## config.mk

```make
export PLATFORM = sky130hd
export DESIGN_NAME = svm_ctrl
export DESIGN_NICKNAME = d
export VERILOG_FILES = /design/src/hw/rtl/svm_pkg.sv /design/src/hw/rtl/svm_ctrl.sv
export VERILOG_INCLUDE_DIRS = /design/src /design/src/hw/rtl
export SDC_FILE = /design/constraint.sdc
export NUM_CORES = 1
export LEC_CHECK = 0
export BUFFER_PORTS_ARGS = -buffer_cell sky130_fd_sc_hd__buf_4
export CORE_MARGIN = 5
export CORE_UTILIZATION = 29
export CTS_CLUSTER_DIAMETER = 120
export DETAILED_ROUTE_END_ITERATION = 16
export GPL_ROUTABILITY_DRIVEN = 0
export HOLD_SLACK_MARGIN = 0.15
export PLACE_DENSITY = 0.61
export SLEW_MARGIN = 20
export SYNTH_ARGS = -nofsm -noshare
export SYNTH_HDL_FRONTEND = slang
export SYNTH_SLANG_ARGS = --single-unit
```

## constraint.sdc

```tcl
create_clock -name i_clk -period 1.7 [get_ports i_clk]
set_input_delay 0.17 -clock i_clk [delete_from_list [all_inputs] [get_ports i_clk]]
set_output_delay 0.17 -clock i_clk [all_outputs]
set_load 0.01 [all_outputs]
```

## src/hw/rtl/assert_macros.svh

```systemverilog
// assertion macros shared by the rtl files
`ifndef ASSERT_MACROS_SVH
`define ASSERT_MACROS_SVH

// implication checked on every clock edge outside reset
`define ASSERT_IMP(label, clk, rst_n, ante, cons) \
    label: assert property (@(posedge clk) disable iff (!rst_n) (ante) |-> (cons)) \
        else $error("assertion failed");

// next-cycle implication checked outside reset
`define ASSERT_NEXT(label, clk, rst_n, ante, cons) \
    label: assert property (@(posedge clk) disable iff (!rst_n) (ante) |=> (cons)) \
        else $error("assertion failed");

`endif

```

## src/hw/rtl/svm_pkg.sv

```systemverilog
// shared types and constants of the stack machine executor
`default_nettype none
package svm_pkg;
    localparam logic [5:0] OP_LEA  = 6'd0;
    localparam logic [5:0] OP_IMM  = 6'd1;
    localparam logic [5:0] OP_JMP  = 6'd2;
    localparam logic [5:0] OP_CALL = 6'd3;
    localparam logic [5:0] OP_JZ   = 6'd4;
    localparam logic [5:0] OP_JNZ  = 6'd5;
    localparam logic [5:0] OP_ENT  = 6'd6;
    localparam logic [5:0] OP_ADJ  = 6'd7;
    localparam logic [5:0] OP_LEV  = 6'd8;
    localparam logic [5:0] OP_LI   = 6'd9;
    localparam logic [5:0] OP_LC   = 6'd10;
    localparam logic [5:0] OP_SI   = 6'd11;
    localparam logic [5:0] OP_SC   = 6'd12;
    localparam logic [5:0] OP_PUSH = 6'd13;
    localparam logic [5:0] OP_OR   = 6'd14;
    localparam logic [5:0] OP_XOR  = 6'd15;
    localparam logic [5:0] OP_AND  = 6'd16;
    localparam logic [5:0] OP_EQ   = 6'd17;
    localparam logic [5:0] OP_NE   = 6'd18;
    localparam logic [5:0] OP_LT   = 6'd19;
    localparam logic [5:0] OP_GT   = 6'd20;
    localparam logic [5:0] OP_LE   = 6'd21;
    localparam logic [5:0] OP_GE   = 6'd22;
    localparam logic [5:0] OP_SHL  = 6'd23;
    localparam logic [5:0] OP_SHR  = 6'd24;
    localparam logic [5:0] OP_ADD  = 6'd25;
    localparam logic [5:0] OP_SUB  = 6'd26;
    localparam logic [5:0] OP_MUL  = 6'd27;
    localparam logic [5:0] OP_DIV  = 6'd28;
    localparam logic [5:0] OP_MOD  = 6'd29;
    localparam logic [5:0] OP_EXIT = 6'd37;

    localparam logic [1:0] ST_OK     = 2'd0;
    localparam logic [1:0] ST_HALT   = 2'd1;
    localparam logic [1:0] ST_BADOP  = 2'd2;
    localparam logic [1:0] ST_DIVZ   = 2'd3;

    // memory port address select
    typedef enum logic [1:0] {
        MA_SP   = 2'd0,  // word at sp
        MA_ACC  = 2'd1,  // word at accumulator
        MA_TMP  = 2'd2,  // word at popped address
        MA_FP   = 2'd3   // word at fp
    } t_maddr;

    // commands from controller to datapath
    typedef struct packed {
        logic   clr_en;    // clearing sweep write
        logic   mem_rd;    // issue read
        t_maddr rd_sel;
        logic   cap_pop;   // latch read data into temp, sp += 4 (fp + 4 for lev)
        logic   exec;      // run the instruction's final step
        logic   div_go;    // start divider
        logic   out_load;  // load result registers
    } t_cmd;

    // status from datapath to controller
    typedef struct packed {
        logic clr_done;
        logic div_busy;
        logic halted;
    } t_stat;
endpackage
`default_nettype wire

```

## src/hw/rtl/svm_ctrl.sv

```systemverilog
// instruction sequencer of the stack machine
`default_nettype none
`include "assert_macros.svh"
module svm_ctrl (
    input  wire logic           i_clk,
    input  wire logic           i_rst_n,
    input  wire logic           i_valid,
    output      logic           o_ready,
    input  wire logic [5:0]     i_operation,
    output      logic           o_valid,
    input  wire logic           i_ready,
    input  wire svm_pkg::t_stat i_stat,
    output      svm_pkg::t_cmd  o_cmd
);
    typedef enum logic [7:0] {
        S_CLEAR = 8'b00000001,
        S_IDLE  = 8'b00000010,
        S_RD1   = 8'b00000100,  // first read issued
        S_RD2   = 8'b00001000,  // second read issued
        S_DIV   = 8'b00010000,
        S_EXEC  = 8'b00100000,
        S_OUT   = 8'b01000000,
        S_WAIT  = 8'b10000000
    } t_state;

    t_state          r_state, n_state;
    logic [5:0]      r_op, n_op;
    logic            r_oval, n_oval;
    logic            w_pop_op, w_two_rd, w_div_op;
    svm_pkg::t_maddr w_hold_sel;

    // opcodes whose first read is a stack pop
    assign w_pop_op = (r_op >= svm_pkg::OP_OR && r_op <= svm_pkg::OP_MOD)
                   || r_op == svm_pkg::OP_SI || r_op == svm_pkg::OP_SC
                   || r_op == svm_pkg::OP_LEV;
    // opcodes that need a second read after the pop
    assign w_two_rd = r_op == svm_pkg::OP_SC || r_op == svm_pkg::OP_LEV;
    assign w_div_op = r_op == svm_pkg::OP_DIV || r_op == svm_pkg::OP_MOD;

    // address that keeps the final step's read data in place
    assign w_hold_sel = i_stat.halted ? svm_pkg::MA_SP
                      : (r_op == svm_pkg::OP_LI || r_op == svm_pkg::OP_LC) ? svm_pkg::MA_ACC
                      : (r_op == svm_pkg::OP_SC) ? svm_pkg::MA_TMP : svm_pkg::MA_SP;

    always_comb begin
        n_state = r_state;
        n_op    = r_op;
        n_oval  = r_oval;
        o_cmd   = '{clr_en: 1'b0, mem_rd: 1'b0, rd_sel: svm_pkg::MA_SP,
                    cap_pop: 1'b0, exec: 1'b0, div_go: 1'b0, out_load: 1'b0};
        o_ready = 1'b0;
        if (r_oval && i_ready) begin
            n_oval = 1'b0;
        end
        case (r_state)
            S_CLEAR: begin
                o_cmd.clr_en = 1'b1;
                if (i_stat.clr_done) begin
                    o_cmd.clr_en = 1'b0;
                    n_state = S_IDLE;
                end
            end
            S_IDLE: begin
                o_ready = 1'b1;
                if (i_valid) begin
                    n_op    = i_operation;
                    n_state = S_RD1;
                    o_cmd.mem_rd = 1'b1;
                    o_cmd.rd_sel = i_stat.halted ? svm_pkg::MA_SP
                                 : (i_operation == svm_pkg::OP_LEV) ? svm_pkg::MA_FP
                                 : (i_operation == svm_pkg::OP_LI
                                    || i_operation == svm_pkg::OP_LC)
                                   ? svm_pkg::MA_ACC : svm_pkg::MA_SP;
                end
            end
            S_RD1: begin
                if (w_pop_op && !i_stat.halted) begin
                    o_cmd.cap_pop = 1'b1;
                    if (w_two_rd) begin
                        o_cmd.mem_rd = 1'b1;
                        o_cmd.rd_sel = (r_op == svm_pkg::OP_LEV)
                                     ? svm_pkg::MA_FP : svm_pkg::MA_TMP;
                        n_state = S_RD2;
                    end else if (w_div_op) begin
                        n_state = S_DIV;
                    end else begin
                        n_state = S_EXEC;
                    end
                end else begin
                    o_cmd.rd_sel = w_hold_sel;
                    n_state = S_EXEC;
                end
            end
            S_RD2: begin
                // issue second read with latched address
                o_cmd.mem_rd = 1'b1;
                o_cmd.rd_sel = (r_op == svm_pkg::OP_LEV) ? svm_pkg::MA_SP : svm_pkg::MA_TMP;
                n_state = S_EXEC;
            end
            S_DIV: begin
                o_cmd.div_go = 1'b1;
                n_state = S_WAIT;
            end
            S_WAIT: begin
                if (!i_stat.div_busy) begin
                    n_state = S_EXEC;
                end
            end
            S_EXEC: begin
                o_cmd.rd_sel = w_hold_sel;
                if (!r_oval || i_ready) begin
                    o_cmd.exec     = 1'b1;
                    o_cmd.out_load = 1'b1;
                    n_oval  = 1'b1;
                    n_state = S_IDLE;
                end
            end
            S_OUT:   n_state = S_IDLE;
            default: n_state = S_IDLE;
        endcase
    end

    always_ff @(posedge i_clk) begin
        if (!i_rst_n) begin
            r_state <= S_CLEAR;
            r_oval  <= 1'b0;
        end else begin
            r_state <= n_state;
            r_oval  <= n_oval;
        end
        r_op <= n_op;
    end

    assign o_valid = r_oval;

    `ASSERT_IMP(a_onehot, i_clk, i_rst_n, 1'b1, $onehot(r_state))
    `ASSERT_IMP(a_exec_out, i_clk, i_rst_n, o_cmd.exec, o_cmd.out_load)
endmodule
`default_nettype wire

```

-- After elaboration in Yosys (flattened, before gate mapping)
Cells that the tools add are included.
- register bits after elaboration: 15
- output and inout bits: 10
- $lt $le $gt $ge: 2
- equal/unequal tests: 21
- mux-type cells: 33
- reductions and logical operators: 15
- operator list (operator ; count):
    8-bit case mux with 7 select lines ; 1
    6-bit by 4-bit == test with 1-bit output (second input constant) ; 8
    8-bit 2-to-1 mux ; 6
    1-bit 2-to-1 mux ; 14
    2-bit 2-to-1 mux ; 7
    6-bit by 5-bit == test with 1-bit output (second input constant) ; 2
    8-bit by 1-bit == test with 1-bit output (second input constant) ; 1
    8-bit by 2-bit == test with 1-bit output (second input constant) ; 1
    8-bit by 3-bit == test with 1-bit output (second input constant) ; 1
    8-bit by 4-bit == test with 1-bit output (second input constant) ; 1
    8-bit by 5-bit == test with 1-bit output (second input constant) ; 1
    8-bit by 6-bit == test with 1-bit output (second input constant) ; 1
    8-bit == test (second input constant) ; 1
    1-bit logical OR ; 8
    2-bit != test (second input constant) ; 4
    2-bit case mux with 4 select lines ; 1
    6-bit by 4-bit >= comparator with 1-bit output (second input constant) ; 1
    6-bit by 5-bit less-or-equal comparator with 1-bit output (second input constant) ; 1
    3-bit 2-to-1 mux ; 2
    6-bit 2-to-1 mux ; 1
    4-bit AND reduction ; 1
    1-bit logical AND ; 3
    1-bit case mux with 3 select lines ; 1
    1-bit zero test ; 2
    2-bit AND reduction ; 1

-- Longest topological paths before layout
- word-level depth: 8
- depth in mapped cells: 6

-- Least setup slack after synthesis
No wires, ideal clock.
- kind: register -> output
- from: register r_state[2]
- to: output port o_cmd[5] (netlist name)
- data arrival time: 1.633 ns
- path slack: -0.103 ns
- stages on the path, launching flop included: 7
- buffers on the path: 2
- cells stage by stage: dfxtp_1 -> buf_6 -> nor4_1 -> and4_1 -> clkbuf_1 -> a32oi_1 -> nand3_1
- RTL lines (element ; line ; source):
    start, declared ; svm_ctrl.sv:26 ; t_state r_state, n_state;
    start signal, assigned ; svm_ctrl.sv:128 ; r_state <= n_state;
    end, declared ; svm_ctrl.sv:13 ; output svm_pkg::t_cmd o_cmd

==> reports/metrics.cfg <==
[worst_hold_path]
min_to=o_valid
hold_class=input port to flop
min-delay-start=i_ready
min_path_cells=3

[sta]
hold_viol_final=0
finClkSkew_ns=0.0116
worst_pin_slew_ns=0.426
slew_headroom_pct=71.3
period_share_pct=117
rsz0062_at_grt=yes
min_period_ns=1.99
finalSetupViolCount=7
setup_tns_ns=-1.19
max_freq_mhz=503
setup_ws_ns=-0.288
slew_violations=0

[global_routing]
grtUsageTotal_pct=12.9
grt_first_pass_wirelength_mm=4.28
antenna_found_initial=0
gr-total-overflow=0
grt_pass1_vias=963
grt_max_degree=9

[logic_synthesis]
syn_avg_cell_area_um2=8.98
ys_ff_latch=14
syn_area_um2=853
syn_inst=95
post_synth_num_cell_types=38
syn-num-nets=108
yosys_warnings=0
yosysSeqAreaShare_pct=39.9

[setup_path]
cp-start-kind=flop
cp.arrival_ns=1.82
reg2reg_depth=4
cp-end-kind=output port
crit_fanout=4
reg2reg_setup_slack_ns=-0.01
required_ns=1.53
critPathKind=flop to output port
cp-startpoint=r_state[0]
reg2reg_to=r_state[7]
regToRegStartpoint=r_state[0]

[die]
initial_utilization_pct=30.7
fp.dieW_um=64.2
ios=23
core_area_um2=2780
rows=19
die_h_um=64.2
dieArea_um2=4130

[power_and_ir_drop]
peakVddDrop_uv=359
power.leakage_nw=0.642
swShare_pct=27.6
p_sw_mw=0.216
internal_power_mw=0.568
power_mw=0.784
p_seq_share_pct=48.9
p_comb_share_pct=25.4
p_clk_share_pct=25.7
p_per_area_nw_per_um2=554

[placement]
dp_hpwl_mm=1.88
port_buffers=22

[cts]
cts_buffers=3
clk_latency_ns=0.28
root_buffer=clkbuf_4
clk_pin_slew_worst_paths_ns=0.08
htreeDepth=1
clk_path_buf_depth=2
clkSinkCount=14
cts_tree=done

[finish]
syn2layout_area_growth_pct=65.7
multi_input_area_um2=539
fillers=249
drive_gt1_share_pct=49.7
regArea_um2=345
antenna_cells=0
nNetsFinal=165

[run]
max-cap-violations=0

[detailed_routing]
drcViolationCount=0
drtAntennaViolNets=0
viasPerCell=5.33
vias=970
initialDrtViolationCount=31
drt-total-wl_mm=2.59
wl_per_cell_um=14.2
first_pass_iters=4

[outcome]
status=finished with violations
violations=negative setup slack

## power groups by stage
stage	clock, mW	combinational (mW)	sequential [mW]
6_report	0.201	0.199	0.383
3_3_place_gp	0	0.165	0.386
2_1_floorplan	0	0.0761	0.386
5_1_grt	0.242	0.218	0.386
4_1_cts	0.204	0.189	0.382
3_5_place_dp	0	0.167	0.387
## area by class of cell
cell class                      instances  area share, %
Sequential cell                        14           24.4
Timing Repair Buffer                   57           31.8
Multi-Input combinational cell         72           38.1
Inverter                                4           1.06
Tap cell                               31           2.74
Clock buffer                            4           1.86
## logic make-up after synthesis
logic type	count (synthesis)	synth area share [%]
and+or+nand+nor	55	39.7
AOI/OAI and AO/OA	13	10.9
xor gates and xnor gates	4	4.11
DFF	14	39.9
buffers and inverters	9	5.42
## flip-flops by register name (all words and copies together), names as in the netlist
signal   count
r_state      7
o_valid      1
r_op         6
## cell usage in the layout (no fill, tap or decap), types with 2 or more instances in the layout
| cell | count |
|---|---|
| and4b_2 | 2 |
| inv_1 | 3 |
| and3_1 | 4 |
| nor3_2 | 2 |
| edfxtp_1 | 6 |
| a21oi_1 | 2 |
| nor4_2 | 2 |
| nor2_2 | 2 |
| nor2b_1 | 2 |
| dfxtp_1 | 4 |
| nand3_1 | 6 |
| dlygate4sd3_1 | 7 |
| buf_4 | 49 |
| nand2_1 | 6 |
| nor2_1 | 7 |
| or4_4 | 2 |
| nand2b_1 | 3 |
| dfxtp_2 | 4 |
| clkbuf_4 | 3 |
| o41ai_1 | 2 |
| nor4_1 | 2 |
| nand4_1 | 3 |
| xor2_1 | 3 |
| o21ai_1 | 2 |
## worst max path at each step
stage          depth (start not counted)  slack (ns)        to
2_1_floorplan                          5       0.004  o_cmd[4]
3_3_place_gp                           6       -0.05  o_cmd[4]
3_5_place_dp                           5       -0.05  o_cmd[6]
4_1_cts                                6       -0.28  o_cmd[5]
5_1_grt                                5       -0.40  o_cmd[4]
6_report                               6       -0.29  o_cmd[5]
## worst max-delay path: stages, from the launching register on
cell and delay (ns):
dfxtp_2 0.35, or4_4 0.57, nor4b_4 0.22, buf_4 0.15
a32oi_1 0.04, nand3_1 0.11, buf_4 0.12
## cell usage after synthesis
cell type / count / area, um2
buf_4: 1 / 7.51
o32ai_1: 1 / 8.76
nand4_1: 3 / 18.8
buf_2: 1 / 5.00
a21oi_1: 2 / 10.0
edfxtp_1: 6 / 180
nor3b_1: 1 / 7.51
a41o_1: 1 / 10.0
buf_6: 1 / 11.3
clkbuf_1: 2 / 7.51
and4_1: 2 / 17.5
nor4_1: 5 / 31.3
and3b_1: 1 / 8.76
a31oi_1: 1 / 6.26
nand3b_1: 1 / 7.51
nor2_1: 9 / 33.8
dfxtp_1: 8 / 160
o41ai_1: 2 / 17.5
nand4b_1: 1 / 8.76
nor4b_1: 1 / 8.76
nor2b_1: 2 / 12.5
nand3_1: 7 / 35.0
nor3_1: 2 / 10.0
o21ai_0: 3 / 15.0
xor2_1: 3 / 26.3
nand2b_1: 3 / 18.8
and4b_2: 2 / 22.5
or3_2: 1 / 7.51
nand2_1: 6 / 22.5
and3_1: 4 / 25.0
a32oi_1: 1 / 8.76
nor3_2: 1 / 10.0
inv_1: 4 / 15.0
xnor2_1: 1 / 8.76
or4_4: 2 / 22.5
o21a_1: 1 / 7.51
or4b_1: 1 / 10.0
a311oi_1: 1 / 8.76
## stage by stage
stage | setup WS [ns] | instances | util (%) | instance area (um2) | hold WS, ns
detailed placement | -0.0483 | 169 | 43.9 | 1220 | 0.356
finish | -0.288 | 182 | 50.8 | 1410 | 0.226
floorplan | 0.00415 | 95 | - | 855 | 0.232
global placement | -0.0485 | 169 | 43.9 | 1220 | 0.355
global route | -0.404 | 182 | 50.8 | 1410 | 0.213
CTS | -0.284 | 182 | 49.6 | 1380 | 0.225
## routing by layer
layer  wire length [um]  part of all wire (%)  vias up  track usage [%]
met5                  0                     0        -                0
met4                 40                   1.5        0             6.11
met3                190                   7.4        4             3.15
met2               1220                    47       32             20.3
met1               1130                    44      461             16.4
li1                   -                     -      473                -
## timing repair
action | CTS | global route
setup buffers | 2 | 0
pin swaps | 1 | 2
resized for setup | 13 | 8
hold buffers | 7 | 0
setup endpoints to repair | 15 | 13
hold endpoints to repair | 7 | 0
Power figures use the tool's default switching activity.
